<file path="src/rtl/core/assert_macros.svh">
// Assertion macros shared by the framer RTL.
`ifndef ASSERT_MACROS_SVH
`define ASSERT_MACROS_SVH

// Property must hold at every clock edge outside reset.
`define ASSERT_AT(lbl, clk, rst_n, prop, msg) \
    lbl: assert property (@(posedge clk) disable iff (!rst_n) prop) else $error(msg);

// Condition must never be seen outside reset.
`define ASSERT_NEVER(lbl, clk, rst_n, cond, msg) \
    lbl: assert property (@(posedge clk) disable iff (!rst_n) !(cond)) else $error(msg);

`endif

</file>
<file path="src/rtl/core/hbscf_pkg.sv">
// Types, constants and CRC function of the HDLC byte-stuffing framer.
`default_nettype none

package hbscf_pkg;

    localparam logic [7:0]  FLAG_RESET   = 8'h7E;
    localparam logic [7:0]  ESCAPE_RESET = 8'h7D;
    localparam logic [15:0] SEED_RESET   = 16'hFFFF;
    localparam logic [7:0]  STUFF_XOR    = 8'h20;
    localparam logic [15:0] CRC_POLY     = 16'h1021;

    localparam int QUEUE_DEPTH = 4;

    localparam int          CFG_IDX_W    = 2;
    localparam logic [1:0]  CFG_FLAG     = 2'd0;
    localparam logic [1:0]  CFG_ESCAPE   = 2'd1;
    localparam logic [1:0]  CFG_SEED     = 2'd2;

    typedef struct packed {
        logic [7:0] data_byte;
        logic       frame_last;
        logic       empty_frame;
    } t_in;

    typedef struct packed {
        logic [7:0] out_byte;
        logic       run_last;
        logic       frame_done;
    } t_out;

    typedef struct packed {
        logic [7:0]  flag_value;
        logic [7:0]  escape_value;
        logic [15:0] crc_seed;
    } t_cfg;

    // One classified request handed from front to back.
    typedef struct packed {
        logic        open;
        logic        has_data;
        logic [7:0]  data;
        logic        tail;
        logic [15:0] crc;
    } t_cmd;

    typedef enum logic [2:0] {
        PH_START,
        PH_OPEN,
        PH_DATA,
        PH_CRC_HI,
        PH_CRC_LO,
        PH_CLOSE
    } t_phase;

    function automatic logic [15:0] crc_byte(input logic [15:0] crc, input logic [7:0] b);
        logic [15:0] v;
        v = crc ^ {b, 8'h00};
        for (int i = 0; i < 8; i++) begin
            if (v[15]) begin
                v = {v[14:0], 1'b0} ^ CRC_POLY;
            end else begin
                v = {v[14:0], 1'b0};
            end
        end
        return v;
    endfunction

endpackage

`default_nettype wire

</file>
<file path="src/rtl/core/hbscf_queue.sv">
// Small register FIFO between framer front and back.
`default_nettype none
`include "assert_macros.svh"

module hbscf_queue #(
    parameter int WIDTH = 8,
    parameter int DEPTH = 4
) (
    input  wire logic             i_clk,
    input  wire logic             i_rst_n,
    input  wire logic             i_push,
    input  wire logic [WIDTH-1:0] i_wdata,
    input  wire logic             i_pop,
    output logic      [WIDTH-1:0] o_rdata,
    output logic                  o_full,
    output logic                  o_empty
);

    localparam int AW = (DEPTH > 1) ? $clog2(DEPTH) : 1;
    localparam int CW = $clog2(DEPTH + 1);

    logic [WIDTH-1:0] r_mem [DEPTH];
    logic [AW-1:0]    r_wr_ptr, n_wr_ptr;
    logic [AW-1:0]    r_rd_ptr, n_rd_ptr;
    logic [CW-1:0]    r_count, n_count;

    assign o_full  = (r_count == CW'(DEPTH));
    assign o_empty = (r_count == '0);
    assign o_rdata = r_mem[r_rd_ptr];

    always_comb begin
        n_wr_ptr = r_wr_ptr;
        n_rd_ptr = r_rd_ptr;
        n_count  = r_count;
        if (i_push) begin
            n_wr_ptr = (r_wr_ptr == AW'(DEPTH - 1)) ? '0 : r_wr_ptr + 1'b1;
        end
        if (i_pop) begin
            n_rd_ptr = (r_rd_ptr == AW'(DEPTH - 1)) ? '0 : r_rd_ptr + 1'b1;
        end
        if (i_push && !i_pop) begin
            n_count = r_count + 1'b1;
        end else if (!i_push && i_pop) begin
            n_count = r_count - 1'b1;
        end
    end

    always_ff @(posedge i_clk) begin
        if (!i_rst_n) begin
            r_wr_ptr <= '0;
            r_rd_ptr <= '0;
            r_count  <= '0;
        end else begin
            r_wr_ptr <= n_wr_ptr;
            r_rd_ptr <= n_rd_ptr;
            r_count  <= n_count;
        end
    end

    always_ff @(posedge i_clk) begin
        if (i_push) begin
            r_mem[r_wr_ptr] <= i_wdata;
        end
    end

    `ASSERT_NEVER(a_no_overflow, i_clk, i_rst_n, i_push && o_full && !i_pop, "queue overflow")
    `ASSERT_NEVER(a_no_underflow, i_clk, i_rst_n, i_pop && o_empty, "queue underflow")

endmodule

`default_nettype wire

</file>
<file path="src/rtl/core/hbscf_front.sv">
// Framer front: accepts payload requests, tracks frame state and CRC, classifies.
`default_nettype none

module hbscf_front (
    input  wire logic            i_clk,
    input  wire logic            i_rst_n,
    input  wire hbscf_pkg::t_cfg i_cfg,
    input  wire logic            i_valid,
    input  wire hbscf_pkg::t_in  i_data,
    input  wire logic            i_full,
    output logic                 o_stall,
    output logic                 o_push,
    output hbscf_pkg::t_cmd      o_cmd
);

    logic        r_inside, n_inside;
    logic [15:0] r_crc, n_crc;
    logic [15:0] base_crc;
    logic [15:0] next_crc;

    assign o_stall  = i_full;
    assign o_push   = i_valid && !i_full;
    assign base_crc = r_inside ? r_crc : i_cfg.crc_seed;
    assign next_crc = hbscf_pkg::crc_byte(base_crc, i_data.data_byte);

    always_comb begin
        o_cmd.open     = i_data.empty_frame || !r_inside;
        o_cmd.has_data = !i_data.empty_frame;
        o_cmd.data     = i_data.data_byte;
        o_cmd.tail     = i_data.empty_frame || i_data.frame_last;
        o_cmd.crc      = i_data.empty_frame ? i_cfg.crc_seed : next_crc;
    end

    always_comb begin
        n_inside = r_inside;
        n_crc    = r_crc;
        if (o_push) begin
            if (o_cmd.tail) begin
                n_inside = 1'b0;
                n_crc    = i_cfg.crc_seed;
            end else begin
                n_inside = 1'b1;
                n_crc    = next_crc;
            end
        end
    end

    always_ff @(posedge i_clk) begin
        if (!i_rst_n) begin
            r_inside <= 1'b0;
            r_crc    <= hbscf_pkg::SEED_RESET;
        end else begin
            r_inside <= n_inside;
            r_crc    <= n_crc;
        end
    end

endmodule

`default_nettype wire

</file>
<file path="src/rtl/core/hbscf_back.sv">
// Framer back: walks each request through flag, stuffed bytes, CRC and closing flag.
`default_nettype none
`include "assert_macros.svh"

module hbscf_back (
    input  wire logic            i_clk,
    input  wire logic            i_rst_n,
    input  wire hbscf_pkg::t_cfg i_cfg,
    input  wire hbscf_pkg::t_cmd i_cmd,
    input  wire logic            i_empty,
    output logic                 o_pop,
    output logic                 o_valid,
    output hbscf_pkg::t_out      o_data,
    input  wire logic            i_stall
);

    hbscf_pkg::t_phase r_phase, n_phase;
    hbscf_pkg::t_phase cur, next_ph;
    logic              r_esc, n_esc;
    logic              r_out_valid;
    hbscf_pkg::t_out   r_out, n_out;
    logic              fire;
    logic [7:0]        raw;
    logic              stuffable;
    logic              stuff_now;
    logic              ends;

    assign fire    = !i_empty && (!r_out_valid || !i_stall);
    assign o_valid = r_out_valid;
    assign o_data  = r_out;

    // Phase decode
    always_comb begin
        if (r_phase == hbscf_pkg::PH_START) begin
            if (i_cmd.open) begin
                cur = hbscf_pkg::PH_OPEN;
            end else begin
                cur = hbscf_pkg::PH_DATA;
            end
        end else begin
            cur = r_phase;
        end
        raw     = i_cmd.data;
        next_ph = hbscf_pkg::PH_START;
        ends    = 1'b0;
        case (cur)
            hbscf_pkg::PH_OPEN: begin
                next_ph = i_cmd.has_data ? hbscf_pkg::PH_DATA : hbscf_pkg::PH_CRC_HI;
            end
            hbscf_pkg::PH_DATA: begin
                next_ph = hbscf_pkg::PH_CRC_HI;
                ends    = !i_cmd.tail;
            end
            hbscf_pkg::PH_CRC_HI: begin
                raw     = i_cmd.crc[15:8];
                next_ph = hbscf_pkg::PH_CRC_LO;
            end
            hbscf_pkg::PH_CRC_LO: begin
                raw     = i_cmd.crc[7:0];
                next_ph = hbscf_pkg::PH_CLOSE;
            end
            hbscf_pkg::PH_CLOSE: begin
                ends = 1'b1;
            end
            default: begin
                ends = 1'b1;
            end
        endcase
        stuffable = cur inside {hbscf_pkg::PH_DATA, hbscf_pkg::PH_CRC_HI,
                                hbscf_pkg::PH_CRC_LO};
        stuff_now = stuffable && !r_esc &&
                    (raw == i_cfg.flag_value || raw == i_cfg.escape_value);
    end

    // Next state
    always_comb begin
        n_phase = r_phase;
        n_esc   = r_esc;
        o_pop   = 1'b0;
        if (fire) begin
            if (stuff_now) begin
                n_esc   = 1'b1;
                n_phase = cur;
            end else begin
                n_esc = 1'b0;
                if (ends) begin
                    o_pop   = 1'b1;
                    n_phase = hbscf_pkg::PH_START;
                end else begin
                    n_phase = next_ph;
                end
            end
        end
    end

    // Outputs
    always_comb begin
        if (!stuffable) begin
            n_out.out_byte = i_cfg.flag_value;
        end else if (stuff_now) begin
            n_out.out_byte = i_cfg.escape_value;
        end else if (r_esc) begin
            n_out.out_byte = raw ^ hbscf_pkg::STUFF_XOR;
        end else begin
            n_out.out_byte = raw;
        end
        n_out.run_last   = !stuff_now && ends;
        n_out.frame_done = (cur == hbscf_pkg::PH_CLOSE);
    end

    always_ff @(posedge i_clk) begin
        if (!i_rst_n) begin
            r_phase     <= hbscf_pkg::PH_START;
            r_esc       <= 1'b0;
            r_out_valid <= 1'b0;
        end else begin
            r_phase <= n_phase;
            r_esc   <= n_esc;
            if (fire) begin
                r_out_valid <= 1'b1;
            end else if (!i_stall) begin
                r_out_valid <= 1'b0;
            end
        end
    end

    always_ff @(posedge i_clk) begin
        if (fire) begin
            r_out <= n_out;
        end
    end

    `ASSERT_AT(a_esc_phase, i_clk, i_rst_n, r_esc |-> (r_phase == hbscf_pkg::PH_DATA || r_phase == hbscf_pkg::PH_CRC_HI || r_phase == hbscf_pkg::PH_CRC_LO), "escape pending outside a stuffable phase")
    `ASSERT_AT(a_done_last, i_clk, i_rst_n, (r_out_valid && r_out.frame_done) |-> r_out.run_last, "closing flag not last of its request")

endmodule

`default_nettype wire

</file>
<file path="src/rtl/core/hdlc_byte_stuff_crc_framer_core.sv">
// Top level of the HDLC byte-stuffing CRC-16 framer.
`default_nettype none

// Accepts one payload request per cycle into a QUEUE_DEPTH-entry queue while not full,
// and sends one line byte per cycle from the back sequencer unless the output stalls.
// A request gives an opening flag if it starts a frame, its data byte (two if stuffed)
// unless it is an empty frame, and on the last byte of a frame the CRC high and low
// bytes (each one or two) and the closing flag; later requests queue up. Registers:
// 0 flag, 1 escape, 2 CRC seed (used at the next frame start); write only while idle.
module hdlc_byte_stuff_crc_framer_core #(
    parameter int QUEUE_DEPTH = hbscf_pkg::QUEUE_DEPTH
) (
    input  wire logic                           i_clk,
    input  wire logic                           i_rst_n,
    input  wire logic                           i_in_valid,
    input  wire hbscf_pkg::t_in                 i_in_data,
    output logic                                o_in_stall,
    output logic                                o_out_valid,
    output hbscf_pkg::t_out                     o_out_data,
    input  wire logic                           i_out_stall,
    input  wire logic                           i_cfg_valid,
    output logic                                o_cfg_ready,
    input  wire logic [hbscf_pkg::CFG_IDX_W-1:0] i_cfg_index,
    input  wire logic [15:0]                    i_cfg_data
);

    hbscf_pkg::t_cfg r_cfg;
    hbscf_pkg::t_cmd push_cmd;
    hbscf_pkg::t_cmd head_cmd;
    logic            push;
    logic            pop;
    logic            full;
    logic            empty;

    assign o_cfg_ready = 1'b1;

    always_ff @(posedge i_clk) begin
        if (!i_rst_n) begin
            r_cfg.flag_value   <= hbscf_pkg::FLAG_RESET;
            r_cfg.escape_value <= hbscf_pkg::ESCAPE_RESET;
            r_cfg.crc_seed     <= hbscf_pkg::SEED_RESET;
        end else if (i_cfg_valid && o_cfg_ready) begin
            case (i_cfg_index)
                hbscf_pkg::CFG_FLAG:   r_cfg.flag_value   <= i_cfg_data[7:0];
                hbscf_pkg::CFG_ESCAPE: r_cfg.escape_value <= i_cfg_data[7:0];
                hbscf_pkg::CFG_SEED:   r_cfg.crc_seed     <= i_cfg_data;
                default: begin
                end
            endcase
        end
    end

    hbscf_front u_front (
        .i_clk   (i_clk),
        .i_rst_n (i_rst_n),
        .i_cfg   (r_cfg),
        .i_valid (i_in_valid),
        .i_data  (i_in_data),
        .i_full  (full),
        .o_stall (o_in_stall),
        .o_push  (push),
        .o_cmd   (push_cmd)
    );

    hbscf_queue #(
        .WIDTH ($bits(hbscf_pkg::t_cmd)),
        .DEPTH (QUEUE_DEPTH)
    ) u_queue (
        .i_clk   (i_clk),
        .i_rst_n (i_rst_n),
        .i_push  (push),
        .i_wdata (push_cmd),
        .i_pop   (pop),
        .o_rdata (head_cmd),
        .o_full  (full),
        .o_empty (empty)
    );

    hbscf_back u_back (
        .i_clk   (i_clk),
        .i_rst_n (i_rst_n),
        .i_cfg   (r_cfg),
        .i_cmd   (head_cmd),
        .i_empty (empty),
        .o_pop   (pop),
        .o_valid (o_out_valid),
        .o_data  (o_out_data),
        .i_stall (i_out_stall)
    );

endmodule

`default_nettype wire
</file>
<file path="config.mk">
export PLATFORM = sky130hd
export DESIGN_NAME = hdlc_byte_stuff_crc_framer_core
export DESIGN_NICKNAME = d
export VERILOG_FILES = /design/src/rtl/core/hbscf_pkg.sv /design/src/rtl/core/hbscf_queue.sv /design/src/rtl/core/hbscf_front.sv /design/src/rtl/core/hbscf_back.sv /design/src/rtl/core/hdlc_byte_stuff_crc_framer_core.sv
export VERILOG_INCLUDE_DIRS = /design/src /design/src/rtl/core
export SDC_FILE = /design/constraint.sdc
export NUM_CORES = 1
export LEC_CHECK = 0
export ABC_AREA = 1
export BUFFER_PORTS_ARGS = -buffer_cell sky130_fd_sc_hd__buf_2
export CAP_MARGIN = 20
export CORE_ASPECT_RATIO = 0.5
export CORE_MARGIN = 4
export CORE_UTILIZATION = 25
export DETAILED_ROUTE_END_ITERATION = 16
export SLEW_MARGIN = 10
export SYNTH_ARGS = -nofsm -noshare
export SYNTH_HDL_FRONTEND = slang
export SYNTH_SLANG_ARGS = --single-unit
export TNS_END_PERCENT = 50
</file>
<file path="constraint.sdc">
create_clock -name i_clk -period 3.9 [get_ports i_clk]
set_input_delay 0.195 -clock i_clk [delete_from_list [all_inputs] [get_ports i_clk]]
set_output_delay 0.195 -clock i_clk [all_outputs]
set_load 0.05 [all_outputs]
</file>
Yosys cells after proc, flatten, opt, wreduce, memory -nomap -nowiden

Memory sizes are Yosys's and may differ from the RTL's. A register that Yosys moved wholly into a read port is not among the register bits.
Cells that the tools add are included.

Add/sub/neg operators: 4
Equality and inequality tests: 13
Multiplexer cells: 37
Bitwise operators: 10
Reduce and logical (&&, ||, !) cells: 31

Operator list:

| kind                                          | number |
|---|---|
| two-way mux 13 bit                            | 8 |
| two-way mux 16 bit                            | 3 |
| inverter 3 bit                                | 8 |
| == test 8 bit                                 | 2 |
| two-way mux 8 bit                             | 2 |
| case mux 8 bit (2 select lines)               | 1 |
| bitwise XOR 16 bit                            | 1 |
| two-way mux 3 bit                             | 5 |
| case mux 3 bit (4 select lines)               | 1 |
| zero test 1 bit                               | 11 |
| two-way mux 1 bit                             | 10 |
| two-way mux 2 bit                             | 5 |
| == test 3 bit, second input constant          | 3 |
| logical AND 1 bit                             | 7 |
| == test 2 bit, second input constant          | 3 |
| == test 3 x 2 -> 1 bit, second input constant | 2 |
| zero test 3 bit                               | 2 |
| two-way mux 6 bit                             | 1 |
| AND reduction 2 bit                           | 3 |
| adder 2 x 1 -> 2 bit, second input constant   | 2 |
| logical OR 1 bit                              | 4 |
| adder 3 x 1 -> 3 bit, second input constant   | 1 |
| == test 3 x 1 -> 1 bit, second input constant | 1 |
| nonzero test 3 bit                            | 1 |
| other kinds (8)                               | 8 |

Flip-flop bits (word level): 71
Memory bits (writable): 108
Bits of input ports: 33
Output and inout bits: 13
Memories kept: 1

Memory list:

| name          | words | width | read ports | clocked after Yosys merged registers in | wr ports | line              | RTL |
|---|---|---|---|---|---|---|---|
| u_queue.r_mem | 4     | 27    | 1          | 1                                       | 1        | hbscf_queue.sv:22 | `logic [WIDTH-1:0] r_mem [DEPTH];` |

Logic depth before layout (Yosys ltp)

Gate-level depths: netlist (run 1).

Depth after elaboration: 19
Depth in mapped cells: 23
Gate-level depth less buffers: 22

Modules after synthesis

A second synthesis (run 1) with hierarchy kept.

Cells, all modules: 1005
Area total of the unflattened synthesis: 9170.0 um2

By module, submodules not included:

| module                          | times used | cells each | area each (um2) |
|---|---|---|---|
| hbscf_queue                     | 1          | 320        | 4510.6 |
| hbscf_front                     | 1          | 297        | 1773.0 |
| hbscf_back                      | 1          | 231        | 1564.0 |
| hdlc_byte_stuff_crc_framer_core | 1          | 157        | 1322.5 |

Worst setup path after synthesis (run 1)

Ideal clock, no wire load.

Path kind: register to register
Start point: register u_queue.r_count[0]
End point: register u_queue.r_count[1]
Setup time: 0.116 ns
Data arrival time: 2.767 ns
Required time: 3.784 ns
Slack: 1.017 ns
Cell stages (with the launch flop): 9
Buffers on the path: 1
Period minus slack after synthesis: 2.883 ns
Path through: dfxtp_1 nor3_1 nor2_1 clkbuf_1 ha_1 inv_1 fa_1 o21ai_0 nor2_1

RTL lines:

| element                      | line                                  | RTL |
|---|---|---|
| start, declared              | hbscf_queue.sv:25                     | `logic [CW-1:0] r_count, n_count;` |
| start signal, assigned       | hbscf_queue.sv:56                     | `r_count <= n_count;` |
| == test 3 bit                | hbscf_queue.sv:27                     | `assign o_full = (r_count == CW'(DEPTH));` |
| named net o_in_stall         | hdlc_byte_stuff_crc_framer_core.sv:17 | `output logic o_in_stall,` |
| zero test 1 bit              | hbscf_front.sv:22                     | `assign o_push = i_valid && !i_full;` |
| logical AND 1 bit            | hbscf_front.sv:22                     |  |
| named net push               | hdlc_byte_stuff_crc_framer_core.sv:30 | `logic push;` |
| logical AND 1 bit            | hbscf_queue.sv:41                     | `if (i_push && !i_pop) begin` |
| two-way mux 3 bit            | hbscf_queue.sv:41                     |  |
| named net u_queue.n_count[1] | hbscf_queue.sv:25                     |  |

The timed path passes the listed nets, and every way through them passes these cells. The select of a mux whose other input is x is not followed.
A chain may end at the register's enable or synchronous reset.

==> flow_metrics.tcl, run 1 <==
set metrics [dict create \
    ctsHtreeMaxLevel 4 \
    clock_path_buffers 2 \
    synth_top_area_share_pct 42.44 \
    min_path_type "in -> reg" \
    die_h_um 137.2 \
    outcome "complete, no violations" \
    cp_common_cell "nand2_1" \
    dieArea_sq_um 36560 \
    place_inst 1374 \
    ys_seq_area_share_pct 57.55 \
    dr.pass1.iters 5 \
    nets 1009 \
    antenna_cells 0 \
    globalRouteMet2Util_pct 21.15 \
    syn_avg_cell_area_sq_um 9.105 \
    whs_path_depth 3 \
    cp-end-kind "register" \
    worst-path-stages 21 \
    synthArstFlopShare_pct 0 \
    grt_max_degree 44 \
    num_rows 46 \
    layout_min_cycle_time_ps 3560 \
    cap_violations 0 \
    ys_types 40 \
    gr-usage-met1_pct 16.14 \
    max_slew.worst_pin.slew_ps 915.5 \
    p_switching_uw 2981 \
    core_sq_um 32290 \
    busiest_layer "met2" \
    dp_hpwl_um 15720 \
    io_pins 46 \
    crit_chain "buf_4 -> buf_12 -> o21ai_0 -> o21ai_1 -> nand2_1 -> nand3_1 -> nand2_1 -> nand2_1 -> nand2_1 -> nor2_1 -> nand2_1 -> nand2_4 -> nand2_4 -> nand3_2 -> ha_1 -> inv_1 -> fa_1 -> a21oi_1 -> o21ai_0 -> o21ai_0 -> a21oi_1" \
    instances_no_fill 1414 \
    clock.fmax_mhz 280.9 \
    grtUsageTotal_pct 12.46 \
    synth-edff-count 118 \
    initial_core_util_pct 25.86 \
    power.clock.fraction_pct 23.4 \
    final-hold-violation-count 0 \
    grt_setup_unrepaired "no" \
    drt-initial-drc-count 722 \
    layout-drive-gt1-share_pct 12.12 \
    netlist_area_sq_um 8349 \
    internal-power_uw 4395 \
    seqPwrFrac_pct 35.8 \
    clock-sinks 181 \
    vias 6586 \
    final-setup-viol-count 0 \
    ant_nets 0 \
    worst_setup_path_start_kind "register" \
    ir_drop_uv 303.7 \
    p_per_area_nw_per_um2 752.6 \
    cp.arrival_ps 3870 \
    layout_commonest_cell "nand2_1" \
    area_delta_synth_final_pct 17.37 \
    synth.area.top_cells "edfxtp_1, dfxtp_1, nand2_1" \
    path_delay_family "simple AND/OR/NAND/NOR gates" \
    syn_inst 917 \
    swShare_pct 40.41 \
    path_buf_inv 3 \
    drt-total-wl_um 22590 \
    synth_seq_cells 181 \
    slew_headroom_pct 38.32 \
    p_leak_uw 0.004024 \
    antenna_found_initial 0 \
    yosys_warnings 0 \
    cts-root-buf "clkbuf_16" \
    die_w_um 266.4 \
    grt_pass1_wl_um 35270 \
    cp_max_fo 29 \
    grt_pass1_vias 6313 \
    synth_fp_nets 957 \
    gr-usage-met3_pct 2.159 \
    clkLatencyLatePin_ps 430 \
    r2r_slack_ps 340 \
    cpMaxStageDelayCell "dfxtp_4" \
    cp.required_ps 4210 \
    mostFrequentLayoutCells "nand2_1, edfxtp_1, nand3_1" \
    drc 0 \
    critPathMaxStageDelay_ps 440 \
    report.final.slew_viol_count 0 \
    setup_tns_ps 0 \
    reg2reg_depth 21 \
    ys.flop_type "edfxtp_1" \
    power_frac_comb_pct 40.8 \
    critPathKind "reg -> reg" \
    io_buffer_count 44 \
    finClkSkew_ps 8.222 \
    cts_tree "yes" \
    cts_buffers 17 \
    post_drt_wl_per_cell_um 15.98 \
    grt.overflow.total 0 \
    pre_cts_slack_ps 81.75 \
    fin_crit_sh_pct 91.29 \
    gp_congestion 0.9392 \
    cts.clk_slew.worst_paths_ps 60 \
    vias_per_cell 4.658 \
    synth_top_area_cell "edfxtp_1" \
    fin_ws_ps 339.5 \
]
[routing by layer]
metal	share of wire, %	vias up
li1	-	3191
met1	43	3105
met2	48	259
met3	7.1	31
met4	2.2	0
met5	0	-
[cell usage after synthesis, types with 11 or more instances]
library cell and instances:
nand2_1 250, edfxtp_1 118, nand3_1 98, inv_1 90, dfxtp_1 63, o21ai_0 55, nor2_1 49, a21oi_1 35
o211ai_1 27, clkbuf_1 21, xor2_1 17, buf_2 11, nand4_1 11
[cells by family after synthesis]
logic type,Yosys count,synth area share (%)
other,1,0.04491
DFF,181,57.55
buffers and inverters,140,6.908
AOI/OAI and AO/OA,135,9.651
xor gates and xnor gates,25,2.623
and+or+nand+nor,423,21.49
adders and majority gates,7,1.139
muxes,5,0.5995
[timing repair]
action	4_1_cts	5_1_grt
setup buffers	0	2
gates resized for setup	0	9
endpoints found under the setup margin	0	2
endpoints found under the hold margin	6	0
hold buffers	6	0
[per-stage QoR]
stage               utilization [%]  hold WS [ps]  area (sq um)  total power [uW]
floorplan                         -         293.9          8349              4730
global placement              28.16         415.4          9092              5544
detailed placement            28.16         422.9          9092              5581
CTS                           30.16       0.05951          9739              7310
global route                  30.35         25.61          9799              7842
finish                        30.35         5.468          9799              7376
[tightest hold or removal path, stage by stage]
cell and delay, ps:
buf_2 100, nand2_1 50, nand3_1 50
[area by class of cell]
| class | count | area [sq um] |
|---|---|---|
| fill | 3289 | 22490 |
| sequential | 181 | 4811 |
| multi-input combinational | 596 | 2983 |
| tap | 432 | 540.5 |
| timing repair buffer | 73 | 498.0 |
| clock buffer | 22 | 454.2 |
| inverter | 100 | 380.4 |
| clock inverter | 10 | 132.6 |
[power by group through the flow]
stage	combinational, uW	clock [uW]	sequential (uW)
after floorplan	1930	0	2800
after detailed placement	2910	0	2670
final	3010	1730	2640
after global routing	3350	1820	2670
after global placement	2880	0	2660
after CTS	2940	1740	2630
[flip-flops by register name, indices dropped and copies added, names as in the netlist, 2 cells and up, named ones only]
name	count
u_queue.r_mem	108
u_queue.r_rd_ptr	2
u_queue.r_wr_ptr	2
u_queue.r_count	3
u_front.r_crc	16
u_back.r_phase	3
u_back.o_data	10
r_cfg	32
[worst paths after layout]
kind | startpoint | end
max reg2reg | register | u_queue.r_count[2]
min reg2reg | r_cfg[8] | u_front.r_crc[8]
min | i_cfg_data[1] | r_cfg[1]
max | register | u_queue.r_count[2]
Note: power is estimated with default switching activity, not from simulation.
==> inputs of run 2 (changes only) <==
Settings changed: PLACE_DENSITY set to 0.45.
==> flow_metrics.tcl, run 2 (synthesis results as in run 1) <==
set metrics [dict create \
    outcome "complete, no violations" \
    drt-total-wl_um 24830 \
    report.final.slew_viol_count 0 \
    core_sq_um 32290 \
    critPathKind "reg -> reg" \
    post_drt_wl_per_cell_um 17.56 \
    antenna_found_initial 4 \
    worst_setup_path_start_kind "register" \
    num_rows 46 \
    final_core_util_pct 30.11 \
    initial_core_util_pct 25.86 \
    die_h_um 137.2 \
    clock_path_buffers 2 \
    area_delta_synth_final_pct 16.44 \
    grt_max_degree 42 \
    cts_buffers 17 \
    largest_register_ff_count 108 \
    grtUsageTotal_pct 13.81 \
    vias_per_cell 4.595 \
    reg_top3 "u_queue.r_mem x108, r_cfg x32, u_front.r_crc x16" \
    clock.fmax_mhz 282.4 \
    dr.pass1.iters 6 \
    fin_crit_sh_pct 90.78 \
    n_fill_cell 3390 \
    final-hold-violation-count 0 \
    final-setup-viol-count 0 \
    layout-drive-gt1-share_pct 12.22 \
    ant_nets 0 \
    io_buffer_count 44 \
    drt-initial-drc-count 609 \
    ir_drop_uv 298.7 \
    io_pins 46 \
    drc 0 \
    die_w_um 266.4 \
    finClkSkew_ps 10.19 \
    ctsHtreeMaxLevel 4 \
    grt_setup_unrepaired "no" \
    cp-end-kind "register" \
    clkLatencyLatePin_ps 430 \
    grt_pass1_wl_um 37810 \
    cp.arrival_ps 3850 \
    grt.overflow.total 0 \
    grt_pass1_vias 6268 \
    max_slew.worst_pin.slew_ps 1034 \
    cts_tree "yes" \
    cts-root-buf "clkbuf_16" \
    clock-sinks 181 \
    cp.required_ps 4210 \
    top_register "u_queue.r_mem" \
    layout_min_cycle_time_ps 3541 \
    cap_violations 0 \
    mostFrequentLayoutCells "nand2_1, edfxtp_1, nand3_1" \
    cp_max_fo 9 \
    cts_resized 0 \
    p_per_area_nw_per_um2 752.2 \
    setup_tns_ps 0 \
    dieArea_sq_um 36560 \
    cts.clk_slew.worst_paths_ps 70 \
    slew_headroom_pct 30.33 \
    dp_hpwl_um 17720 \
    antenna_cells 0 \
    gp_congestion 0.9045 \
    min_path_type "in -> reg" \
    vias 6498 \
    cts_setup_buffers 0 \
    hold_buffers 5 \
    layout_commonest_cell "nand2_1" \
    p_leak_uw 0.004001 \
    nets 1009 \
]
run 2: cell count changes in the layout (fill, tap and decap cells not counted), sizes merged:
cell,delta
dlygate4sd3,-1
inv,+5
clkinvlp,+1
clkinv,-4
bufinv,-2
buf,+1
run 2: worst max-delay path: stages, from the launching register on:
cell,delay [ps]
dfxtp_1,510
o21ai_1,170
nand2_2,250
nand3_1,250
nand3_1,220
nand2_1,70
nand2_1,110
nand3_1,90
nor2_1,90
nand2_1,90
nand2_4,120
nand2_4,50
nand3_1,170
ha_1,180
inv_1,70
fa_1,440
a21oi_1,140
o21ai_0,130
o21ai_0,190
a21oi_1,70
run 2: layout make-up:
| cell class | instances | area [sq um] | area share [%] |
|---|---|---|---|
| inverter | 100 | 377.9 | 3.887 |
| clock buffer | 22 | 475.5 | 4.891 |
| timing repair buffer | 73 | 450.4 | 4.633 |
| sequential | 181 | 4806 | 49.43 |
| tap | 432 | 540.5 | 5.560 |
| multi-input combinational | 596 | 2978 | 30.63 |
| clock inverter | 10 | 93.84 | 0.9653 |
run 2: metal layers:
metal | part of all wire, % | up-vias | wire length (um) | GRT usage [%]
met3 | 4.5 | 22 | 1116 | 2.623
met4 | 1.8 | 0 | 450 | 3.516
met5 | 0 | - | 0 | 0
met1 | 48 | 3127 | 11930 | 19.05
li1 | - | 3188 | - | -
met2 | 46 | 161 | 11330 | 22.59
run 2: worst paths after layout:
check / cells after the start / slack, ps / start / endpoint
setup reg to reg: 19 / 360 / u_back.r_phase[1] / u_queue.r_count[2]
hold / removal: 3 / 7 / i_cfg_data[11] / r_cfg[11]
hold reg to reg: 2 / 470 / r_cfg[8] / u_front.r_crc[8]
setup / recovery: 19 / 360 / u_back.r_phase[1] / u_queue.r_count[2]
run 2: power by group:
part | leakage [uW] | internal, uW | switching, uW
Combinational | 0.00213 | 876 | 2130
Clock | 0.000277 | 941 | 748
Sequential | 0.00160 | 2450 | 175
Total | 0.00400 | 4260 | 3050
run 2: metrics by stage:
step | cells | hold WS (ps) | instance area (sq um) | total power, uW | setup slack [ps]
2_1_floorplan | 917 | 293.9 | 8349 | 4730 | 1017
3_3_place_gp | 1377 | 414.9 | 9102 | 5665 | 480.6
3_5_place_dp | 1377 | 423.4 | 9102 | 5669 | 386.6
4_1_cts | 1414 | 3.774 | 9722 | 7370 | 380.8
5_1_grt | 1414 | 19.37 | 9722 | 7827 | 64.92
6_report | 1414 | 6.977 | 9722 | 7313 | 359.4
==> inputs of run 3 (changes only) <==
Settings changed: CTS_BUF_LIST set to sky130_fd_sc_hd__clkbuf_16, RECOVER_POWER set to 25.
==> flow_metrics.tcl, run 3 (synthesis results as in run 1) <==
set metrics [dict create \
    outcome "complete, no violations" \
    ant_nets 0 \
    grt_pass1_wl_um 37780 \
    cp.arrival_ps 3860 \
    clock-sinks 181 \
    dr.pass1.iters 5 \
    final-setup-viol-count 0 \
    ctsHtreeMaxLevel 4 \
    nets 1009 \
    slew_headroom_pct 34.10 \
    grt_setup_unrepaired "no" \
    post_drt_wl_per_cell_um 17.50 \
    mostFrequentLayoutCells "nand2_1, edfxtp_1, nand3_1" \
    dp_hpwl_um 17720 \
    p_leak_uw 0.003948 \
    p_per_area_nw_per_um2 750.1 \
    drt-total-wl_um 24740 \
    grt.overflow.total 0 \
    cts-root-buf "clkbuf_16" \
    min_path_type "in -> reg" \
    antenna_cells 0 \
    drt-initial-drc-count 568 \
    die_h_um 137.2 \
    io_buffer_count 44 \
    finClkSkew_ps 10.34 \
    antenna_found_initial 4 \
    top_register "u_queue.r_mem" \
    initial_core_util_pct 25.86 \
    clkLatencyLatePin_ps 430 \
    gp_congestion 0.9045 \
    final-hold-violation-count 0 \
    num_rows 46 \
    grt_pass1_vias 6262 \
    cap_violations 0 \
    ir_drop_uv 298.2 \
    fin_crit_sh_pct 90.89 \
    layout_min_cycle_time_ps 3545 \
    layout-drive-gt1-share_pct 9.878 \
    report.final.slew_viol_count 0 \
    largest_register_ff_count 108 \
    drc 0 \
    clock.fmax_mhz 282.1 \
    pre_cts_slack_ps 386.6 \
    vias 6486 \
    dieArea_sq_um 36560 \
    grt_max_degree 42 \
    vias_per_cell 4.587 \
    cp.required_ps 4210 \
    max_slew.worst_pin.slew_ps 978.2 \
    cts.clk_slew.worst_paths_ps 70 \
    layout_commonest_cell "nand2_1" \
    cts_buffers 17 \
    io_pins 46 \
    cts_tree "yes" \
    cp_max_fo 9 \
    grtUsageTotal_pct 13.79 \
    die_w_um 266.4 \
    reg_top3 "u_queue.r_mem x108, r_cfg x32, u_front.r_crc x16" \
    cp-end-kind "register" \
    critPathKind "reg -> reg" \
    fin_ws_ps 355.4 \
    area_delta_synth_final_pct 15.96 \
    setup_tns_ps 0 \
    clock_path_buffers 2 \
    core_sq_um 32290 \
    worst_setup_path_start_kind "register" \
]
[run 3: routing by layer]
metal	GRT usage [%]	up-vias	part of all wire, %
met5	0	-	0
met2	22.52	175	45
li1	-	3188	-
met4	3.457	0	1.7
met1	19.06	3104	48
met3	2.623	19	5.1
[run 3: worst paths after layout]
| path | slack, ps | startpoint | cells past startpoint | end |
|---|---|---|---|---|
| min reg2reg | 470 | r_cfg[12] | 2 | u_front.r_crc[12] |
| min | 7 | i_cfg_data[11] | 3 | r_cfg[11] |
| max | 360 | u_back.r_phase[2] | 19 | u_queue.r_count[2] |
| max reg2reg | 360 | u_back.r_phase[2] | 19 | u_queue.r_count[2] |
[run 3: through the flow]
step	total power, uW	utilization [%]	cell area (sq um)	cells	hold WS, ps
2_1_floorplan	4730	-	8349	917	293.9
3_3_place_gp	5665	28.19	9102	1377	414.9
3_5_place_dp	5669	28.19	9102	1377	423.4
4_1_cts	7343	30.08	9712	1414	3.774
5_1_grt	7780	29.99	9682	1414	19.37
6_report	7262	29.99	9682	1414	7.020
[run 3: report_power, final]
group          total, uW  leakage [uW]  switching (uW)  internal (uW)
combinational       2970       0.00206            2120            857
clock               1660      0.000287             749            914
sequential          2620       0.00160             176           2450
[run 3: worst max-delay path, stage by stage, from the launching register on]
cell     delay [ps]
dfxtp_1         440
inv_1           160
nor3_4          390
nand3_1         210
nand3_1         240
nand2_1          90
nand2_1          90
nand2_1          50
nor2_1           90
nand2_1          90
nand2_4         120
nand2_4          50
nand3_1         170
ha_1            180
inv_1            70
fa_1            440
a21oi_1         140
o21ai_0         130
o21ai_0         190
a21oi_1          70
[run 3: repair_timing]
action                                 4_1_cts  5_1_grt
endpoints found under the hold margin        5        0
buffers inserted                             0        0
hold buffers                                 5        0
resized for setup                            0        0
[run 3: layout make-up]
| class | instances | area (sq um) |
|---|---|---|
| well taps | 432 | 540.5 |
| repair buffers | 73 | 420.4 |
| clock buffers | 18 | 450.4 |
| multi-input cells | 596 | 2978 |
| clock inverters | 14 | 108.9 |
| flip-flops and latches | 181 | 4806 |
| inverters | 100 | 377.9 |
| fillers | 3401 | 22610 |
